[config.mk]
export PLATFORM = sky130hd
export DESIGN_NAME = schedule_window_matcher
export DESIGN_NICKNAME = d
export VERILOG_FILES = /design/src/hw/rtl/swm_pkg.sv /design/src/hw/rtl/swm_cell.sv /design/src/hw/rtl/schedule_window_matcher.sv
export VERILOG_INCLUDE_DIRS = /design/src /design/src/hw/rtl
export SDC_FILE = /design/constraint.sdc
export NUM_CORES = 2
export LEC_CHECK = 0
export BUFFER_PORTS_ARGS = -buffer_cell sky130_fd_sc_hd__buf_2
export CORE_MARGIN = 2
export CORE_UTILIZATION = 55
export CTS_BUF_LIST = sky130_fd_sc_hd__clkbuf_4
export DETAILED_ROUTE_END_ITERATION = 10
export GPL_TIMING_DRIVEN = 1
export PLACE_DENSITY = 0.82
export SYNTH_ARGS = -nofsm -noshare
export SYNTH_HDL_FRONTEND = slang
export SYNTH_SLANG_ARGS = --single-unit
export TNS_END_PERCENT = 20
[constraint.sdc]
create_clock -name clk -period 23.1 [get_ports clk]
set_input_delay 6.93 -clock clk [delete_from_list [all_inputs] [get_ports clk]]
set_output_delay 6.93 -clock clk [all_outputs]
set_load 0.1 [all_outputs]
[src/hw/rtl/schedule_window_matcher_assert.svh]
// Assertion macros for the schedule window matcher.
`ifndef SCHEDULE_WINDOW_MATCHER_ASSERT_SVH
`define SCHEDULE_WINDOW_MATCHER_ASSERT_SVH

// Condition must hold at every clock edge out of reset.
`define SWM_CHECK(lbl, cond, msg) \
  lbl: assert property (@(posedge clk) disable iff (rst) (cond)) else $error(msg);

// When trig holds, cond must hold in the next cycle.
`define SWM_CHECK_NEXT(lbl, trig, cond, msg) \
  lbl: assert property (@(posedge clk) disable iff (rst) (trig) |=> (cond)) else $error(msg);

`endif

[src/hw/rtl/swm_pkg.sv]
// Types, constants and helpers shared by the schedule window matcher.
package swm_pkg;

  localparam int MAX_WINDOWS  = 16;
  localparam int LAMP_ID_BITS = 8;
  localparam int WIN_IDX_W    = $clog2(MAX_WINDOWS);
  localparam int WIN_CNT_W    = WIN_IDX_W + 1;
  localparam int MOD_W        = 11;   // minute of day, also for unchecked hour/minute

  localparam logic [4:0] MAX_HOUR   = 5'd23;
  localparam logic [5:0] MAX_MINUTE = 6'd59;

  typedef enum logic {
    CMD_WRITE  = 1'b0,
    CMD_LOOKUP = 1'b1
  } cmd_e;

  typedef enum logic [2:0] {
    ST_OK     = 3'd0,
    ST_HOUR   = 3'd1,
    ST_MINUTE = 3'd2,
    ST_ZERO   = 3'd3,
    ST_INDEX  = 3'd4
  } status_e;

  typedef struct packed {
    logic       cmd;
    logic [4:0] entry_index;
    logic [4:0] start_hour;
    logic [5:0] start_minute;
    logic [4:0] end_hour;
    logic [5:0] end_minute;
    logic       lamp_on;
    logic [7:0] lamp_id;
    logic       lamp_any;
    logic [4:0] now_hour;
    logic [5:0] now_minute;
  } req_t;

  typedef struct packed {
    logic [2:0] status;
    logic       found;
    logic [3:0] window_index;
    logic       window_lamp_on;
  } res_t;

  typedef struct packed {
    logic [MOD_W-1:0]        start;
    logic [MOD_W-1:0]        stop;
    logic                    on;
    logic [LAMP_ID_BITS-1:0] lamp;
    logic                    any;
  } entry_t;

  // Request token that walks the cell chain.
  typedef struct packed {
    cmd_e                    cmd;
    logic                    wr_en;
    logic [WIN_IDX_W-1:0]    idx;
    entry_t                  entry;
    logic [MOD_W-1:0]        now;
    logic [WIN_CNT_W-1:0]    limit;
    logic [WIN_IDX_W-1:0]    pos;
    status_e                 status;
    logic                    found;
    logic [WIN_IDX_W-1:0]    widx;
    logic                    won;
  } tok_t;

  // hour*60 + minute as (h<<6) - (h<<2) + m
  function automatic logic [MOD_W-1:0] minute_of_day(input logic [4:0] h,
                                                      input logic [5:0] m);
    logic [MOD_W-1:0] hx;
    hx = MOD_W'(h);
    return (hx << 6) - (hx << 2) + MOD_W'(m);
  endfunction

endpackage

[src/hw/rtl/swm_cell.sv]
// One table slot of the matcher chain: stores an entry, checks the passing request.
module swm_cell import swm_pkg::*; (
  input  logic clk,
  input  logic rst,
  input  logic adv,
  input  logic tok_valid_in,
  input  tok_t tok_in,
  output logic tok_valid_out,
  output tok_t tok_out
);

  entry_t entry;
  logic   covers;
  logic   lamp_ok;
  logic   hit;
  logic   wr;
  tok_t   tok_next;

  always_comb begin
    // half-open window, wraps past midnight when start is not below stop
    if (entry.start < entry.stop) begin
      covers = (tok_in.now >= entry.start) && (tok_in.now < entry.stop);
    end else begin
      covers = (tok_in.now >= entry.start) || (tok_in.now < entry.stop);
    end
    lamp_ok = tok_in.entry.any || entry.any || (entry.lamp == tok_in.entry.lamp);
    hit = (tok_in.cmd == CMD_LOOKUP) && !tok_in.found &&
          ({1'b0, tok_in.pos} < tok_in.limit) && covers && lamp_ok;
    wr  = (tok_in.cmd == CMD_WRITE) && tok_in.wr_en && (tok_in.idx == tok_in.pos);
    tok_next     = tok_in;
    tok_next.pos = tok_in.pos + 1'b1;
    if (hit) begin
      tok_next.found = 1'b1;
      tok_next.widx  = tok_in.pos;
      tok_next.won   = entry.on;
    end
  end

  always_ff @(posedge clk) begin
    if (rst) begin
      entry <= '0;
    end else if (adv && tok_valid_in && wr) begin
      entry <= tok_in.entry;
    end
  end

  always_ff @(posedge clk) begin
    if (rst) begin
      tok_valid_out <= 1'b0;
    end else if (adv) begin
      tok_valid_out <= tok_valid_in;
    end
  end

  always_ff @(posedge clk) begin
    if (adv) begin
      tok_out <= tok_next;
    end
  end

endmodule

[src/hw/rtl/schedule_window_matcher.sv]
// Path: request registered at the head on accept, then through the 16 cells, then the output register.
// Throughput: one request in flight; next request accepted the cycle after the result
// leaves the last cell. The 16-cell chain sets the pace: the request visits one table
// slot per cycle while the chain is not held by a stalled output.
// Reset (rst, synchronous): table entries cleared to zero, window_count to 0, chain empty.
module schedule_window_matcher import swm_pkg::*; (
  input  logic       clk,
  input  logic       rst,
  input  logic       in_valid,
  output logic       in_stall,
  input  req_t       in_data,
  output logic       out_valid,
  input  logic       out_stall,
  output res_t       out_data,
  input  logic       cfg_valid,
  output logic       cfg_ready,
  input  logic [4:0] cfg_data
);

`include "schedule_window_matcher_assert.svh"

  logic [4:0]             window_count;
  logic                   busy;
  logic                   accept;
  logic                   adv;
  logic                   leave;
  logic [MAX_WINDOWS:0]   tok_valid;
  tok_t                   tok [0:MAX_WINDOWS];
  tok_t                   head_next;
  status_e                wr_status;

  assign cfg_ready = 1'b1;

  always_ff @(posedge clk) begin
    if (rst) begin
      window_count <= '0;
    end else if (cfg_valid && cfg_ready) begin
      window_count <= cfg_data;
    end
  end

  assign in_stall = busy;
  assign accept   = in_valid && !in_stall;
  // chain holds only while the finished request cannot enter the output register
  assign adv      = !(tok_valid[MAX_WINDOWS] && out_valid && out_stall);
  assign leave    = tok_valid[MAX_WINDOWS] && adv;

  always_ff @(posedge clk) begin
    if (rst) begin
      busy <= 1'b0;
    end else if (accept) begin
      busy <= 1'b1;
    end else if (leave) begin
      busy <= 1'b0;
    end
  end

  // validation, priority as listed
  always_comb begin
    priority if (32'(in_data.entry_index) >= MAX_WINDOWS) begin
      wr_status = ST_INDEX;
    end else if (in_data.start_hour > MAX_HOUR || in_data.end_hour > MAX_HOUR) begin
      wr_status = ST_HOUR;
    end else if (in_data.start_minute > MAX_MINUTE || in_data.end_minute > MAX_MINUTE) begin
      wr_status = ST_MINUTE;
    end else if (in_data.start_hour == in_data.end_hour &&
                 in_data.start_minute == in_data.end_minute) begin
      wr_status = ST_ZERO;
    end else begin
      wr_status = ST_OK;
    end
  end

  always_comb begin
    head_next             = '0;
    head_next.cmd         = cmd_e'(in_data.cmd);
    head_next.status      = (in_data.cmd == CMD_LOOKUP) ? ST_OK : wr_status;
    head_next.wr_en       = (in_data.cmd == CMD_WRITE) && (wr_status == ST_OK);
    head_next.idx         = in_data.entry_index[WIN_IDX_W-1:0];
    head_next.entry.start = minute_of_day(in_data.start_hour, in_data.start_minute);
    head_next.entry.stop  = minute_of_day(in_data.end_hour, in_data.end_minute);
    head_next.entry.on    = in_data.lamp_on;
    head_next.entry.lamp  = in_data.lamp_id[LAMP_ID_BITS-1:0];
    head_next.entry.any   = in_data.lamp_any;
    head_next.now         = minute_of_day(in_data.now_hour, in_data.now_minute);
    head_next.limit       = (32'(window_count) >= MAX_WINDOWS) ?
                            WIN_CNT_W'(MAX_WINDOWS) : WIN_CNT_W'(window_count);
  end

  always_ff @(posedge clk) begin
    if (rst) begin
      tok_valid[0] <= 1'b0;
    end else if (adv) begin
      tok_valid[0] <= accept;
    end
  end

  always_ff @(posedge clk) begin
    if (accept) begin
      tok[0] <= head_next;
    end
  end

  for (genvar k = 0; k < MAX_WINDOWS; k++) begin : g_cell
    swm_cell u_cell (
      .clk          (clk),
      .rst          (rst),
      .adv          (adv),
      .tok_valid_in (tok_valid[k]),
      .tok_in       (tok[k]),
      .tok_valid_out(tok_valid[k+1]),
      .tok_out      (tok[k+1])
    );
  end

  always_ff @(posedge clk) begin
    if (rst) begin
      out_valid <= 1'b0;
    end else if (leave) begin
      out_valid <= 1'b1;
    end else if (!out_stall) begin
      out_valid <= 1'b0;
    end
  end

  always_ff @(posedge clk) begin
    if (leave) begin
      out_data.status         <= tok[MAX_WINDOWS].status;
      out_data.found          <= tok[MAX_WINDOWS].found;
      out_data.window_index   <= 4'(tok[MAX_WINDOWS].widx);
      out_data.window_lamp_on <= tok[MAX_WINDOWS].won;
    end
  end

  `SWM_CHECK(a_one_in_flight, $countones(tok_valid) <= 1, "more than one request in chain")
  `SWM_CHECK(a_busy_tracks_chain, busy == (|tok_valid), "busy flag out of step with chain")
  `SWM_CHECK_NEXT(a_accept_enters, accept, tok_valid[0], "accepted request missing at head")
  `SWM_CHECK_NEXT(a_hold_at_end, tok_valid[MAX_WINDOWS] && out_valid && out_stall,
                  tok_valid[MAX_WINDOWS], "finished request dropped while output stalled")

endmodule
==> qor.yml <==
run_status:
  run_status: "finished clean"
clock_tree:
  cts_setup_buffers: 0
  htree_num_levels: 5
  tritoncts.num_buffers: 373
  clk_pin_slew_worst_paths_ps: 70
  cts-root-buf: "clkbuf_4"
  cts_repair_resize_count: 0
  holdBufCountCts: 0
  worst_skew_pair.late_latency_ps: 1220
  cts_max_path_buffers: 4
  clock_tree_from_tritoncts: "done"
  cts_num_sinks: 1537
power_and_ir_drop:
  static_leakage_nw: 28.1
  swShare_pct: 22.1
  clock_power_share_pct: 39.7
  power.share.combinational_pct: 3.8
  peakVddDrop_uv: 50.7
  p_int_mw: 4.37
  power_frac_seq_pct: 56.5
  total_switching_power_mw: 1.24
  power_density_over_the_cells_nw_per_um2: 79.5
sta:
  max_freq_mhz: 101
  timing.final.max_slew_violations: 0
  fin_hold_ws_ps: 377
  unrepaired_setup_endpoints_after_global_routing: "no"
  final-hold-violation-count: 0
  timing.clock.skew_ps: 117
  final.min_clock_period_ps: 9940
  final.period_utilization_pct: 43.0
  finalSetupViolations: 0
  worst_slew_margin_rel_pct: 15.7
  timing_worst_slew_pin_value_ps: 1260
  post_route_setup_tns_ps: 0
setup_path:
  cp.required_ps: 23820
  crit_path_start: "out_stall"
  end_kind: "flip-flop"
  worst_r2r_startpoint: "g_cell[15].u_cell.tok_valid_out"
  worst_setup_path_start_kind: "input port"
  critical_path.endpoint: "g_cell[5].u_cell.tok_out[28]"
  cp_max_fo: 126
  rr_worst_depth: 6
  r2r_setup_slack_ps: 18680
  critPathArrivalTime_ps: 10650
  capturing_point_of_the_worst_reg2reg_path: "g_cell[5].u_cell.tok_out[28]"
  setup.worst_path.class: "in2reg"
die:
  initial_core_util_pct: 55.6
  dieArea_um2: 119000
  die_height_um: 344
  fp-row-count: 124
  die_width_um: 344
  num_io_pins: 71
  core_um2: 115000
min_path:
  min-delay-path-class: "reg2reg"
  hold_start: "g_cell[3].u_cell.tok_out[6]"
  timing.hold.worst_path_depth: 0
yosys:
  synth_xor_area_share_pct: 2.08
  synthFlopType: "edfxtp_1"
  synth_seq_cells: 1537
  synth.net_count: 5713
  synthArstFlopShare_pct: 0
  synth_warnings: 0
  mappedNetlistArea_um2: 63700
  mux_contribution_to_synthesized_area_pct: 3.30
  yosysTopAreaCell: "edfxtp_1"
  ys_top_cells_by_area: "edfxtp_1 (47%), dfxtp_1 (17%), ha_1 (10%), nand2_1 (4.4%), a21oi_1 (3.7%)"
  combinational_family_with_the_most_area_after_synthesis: "adder cells"
  syn-mean-instance-area_um2: 12.4
  synth_enable_flop_cells: 1001
  synth_compound_gate_area_share_pct: 7.92
  synth_top_cell_area_share_pct: 47.2
  post_synth_inst_count: 5142
  adder_cell_share_of_the_synthesized_area_pct: 10.2
  yosysUniqueCellTypes: 80
  synth_simple_gate_area_share_pct: 9.30
  seq_area_frac_synth_pct: 64.0
layout:
  layout-drive-gt1-share_pct: 13.6
  area_growth_pct: 10.8
  postLayoutCoreUtil_pct: 61.6
  fin_nets: 6033
job:
  max_cap_viol: 0
routing:
  first_pass_iters: 7
  detailroute.via_count: 39053
  remaining_drc_errors: 0
  drt_iter0_markers: 2007
  avgRoutedWirePerCell_um: 16.4
  post_route_wl_mm: 120
  detailed_route_vias_per_instance: 5.36
  post_route_antenna_net_violation_count: 0
global_routing:
  first_global_vias: 41052
  globalRouteTotalUtil_pct: 20.4
  grt_antenna_before_repair: 2
  grt_start_max_net_pins: 198
  grt_pass1_wl_mm: 195
  grt.overflow.total: 0
placed_design:
  numPortBuffers: 69
  post-dp-hpwl_mm: 81.8
  place.gp.congestion: 0.853
==> per-layer routing <==
| metal | part of all wire (%) | global-route usage (%) | routed length [µm] |
|---|---|---|---|
| met1 | 38 | 21.3 | 45600 |
| met2 | 55 | 38.8 | 65600 |
| met3 | 3.5 | 3.70 | 4200 |
| met4 | 3.7 | 9.90 | 4380 |
| met5 | 0 | 0 | 0 |
==> state kept, by name (all words and copies together) (netlist names) <==
signal,count
g_cell.u_cell.entry,512
g_cell.u_cell.tok_out,935
g_cell.u_cell.tok_valid_out,16
in_stall,1
out_data,9
out_valid,1
tok,57
tok_valid,1
window_count,5
==> how the worst min path moves through the flow <==
stage,endpoint,slack (ps)
6_report,g_cell[4].u_cell.tok_out[6],380
5_1_grt,g_cell[13].u_cell.tok_out[13],380
4_1_cts,g_cell[13].u_cell.tok_out[13],370
3_5_place_dp,g_cell[12].u_cell.tok_out[6],400
3_3_place_gp,g_cell[15].u_cell.tok_out[6],400
2_1_floorplan,g_cell[0].u_cell.tok_out[6],400
==> cell type report <==
| cell class | count | area [µm²] |
|---|---|---|
| clock inverter | 83 | 427 |
| antenna | 8 | 20.0 |
| multi-input combinational | 3070 | 21000 |
| timing repair buffer | 105 | 651 |
| inverter | 375 | 1420 |
| sequential | 1537 | 40800 |
| fill | 8368 | 44100 |
| clock buffer | 592 | 4440 |
| tap | 1512 | 1890 |
==> synth_stat cells, drive strengths merged, types with 11 or more instances <==
cell / number
edfxtp: 1001
nand2: 746
dfxtp: 536
ha: 512
a21oi: 475
inv: 375
nor2: 285
mux2i: 197
clkbuf: 133
o21ai: 99
xor2: 99
nand2b: 69
a21o: 63
xnor2: 52
a211oi: 48
nand4: 35
nor4: 35
nor2b: 32
nand3: 28
buf: 27
or2: 27
o21a: 26
nor3: 24
a31oi: 18
o2111ai: 18
o211ai: 16
a2111oi: 15
a211o: 13
mux2: 11
==> cell usage in the layout, fill, tap and decap left out, types with 7 or more instances in the layout <==
master     synthesis  final
dfxtp_1          536    536
o21a_1            26     26
nor4b_1            8      8
mux2i_1          197    197
nand4_1           35     35
ha_1             512    512
nor2_1           284    283
a211o_1           13     13
o31ai_1            7      7
o2111ai_1         18     18
nand2b_1          69     69
a2111oi_0         15     15
nand3_1           28     28
and3_1             8      8
or2_2             24     24
xnor2_1           52     52
o21ai_0           95     95
clkinv_1           0     63
buf_4              1     34
diode_2            0      8
nor4bb_1           7      7
a21oi_1          475    475
a21boi_0          10      9
nor4_1            33     28
inv_1            374    374
o211ai_1          16     16
a211oi_1          47     47
and2_1            10     10
a21o_1            63     63
nand2_1          746    746
buf_2             26     68
nor2b_1           31     29
a31oi_1           18     18
mux2_2             8      8
nor3_1            24     23
clkbuf_4           0    592
xor2_1            99     99
edfxtp_1        1001   1001
==> cells by family after synthesis <==
logic type                 after synthesis
DFF                                   1537
adders and majority gates              519
xor gates and xnor gates               151
muxes                                  208
other                                    1
buffers and inverters                  535
AOI/OAI and AO/OA                      847
and+or+nand+nor                       1344
==> stage by stage <==
| stage | area (µm²) | worst slack (ps) | power, mW | instances |
|---|---|---|---|---|
| 2_1_floorplan | 63700 | 2480 | 3.34 | 5142 |
| 3_3_place_gp | 65700 | 12160 | 3.43 | 6599 |
| 3_5_place_dp | 65700 | 12080 | 3.44 | 6599 |
| 4_1_cts | 70600 | 13280 | 5.67 | 7274 |
| 5_1_grt | 70600 | 13010 | 5.86 | 7282 |
| 6_report | 70600 | 13160 | 5.61 | 7282 |
==> power by group through the flow <==
stage                     combinational (mW)  sequential (mW)  clock (mW)
final                                  0.215             3.17        2.23
after global routing                   0.244             3.19        2.43
after CTS                              0.217             3.17        2.28
after detailed placement               0.214             3.23           0
after global placement                 0.203             3.22           0
after floorplan                        0.154             3.19           0
==> critical path, cell delays in order <==
cell and delay, ps:
buf_2 110, and3_1 170, buf_4 230, inv_8 620, buf_4 750, buf_4 740, buf_4 830
Note: power is estimated with default switching activity, not from simulation.
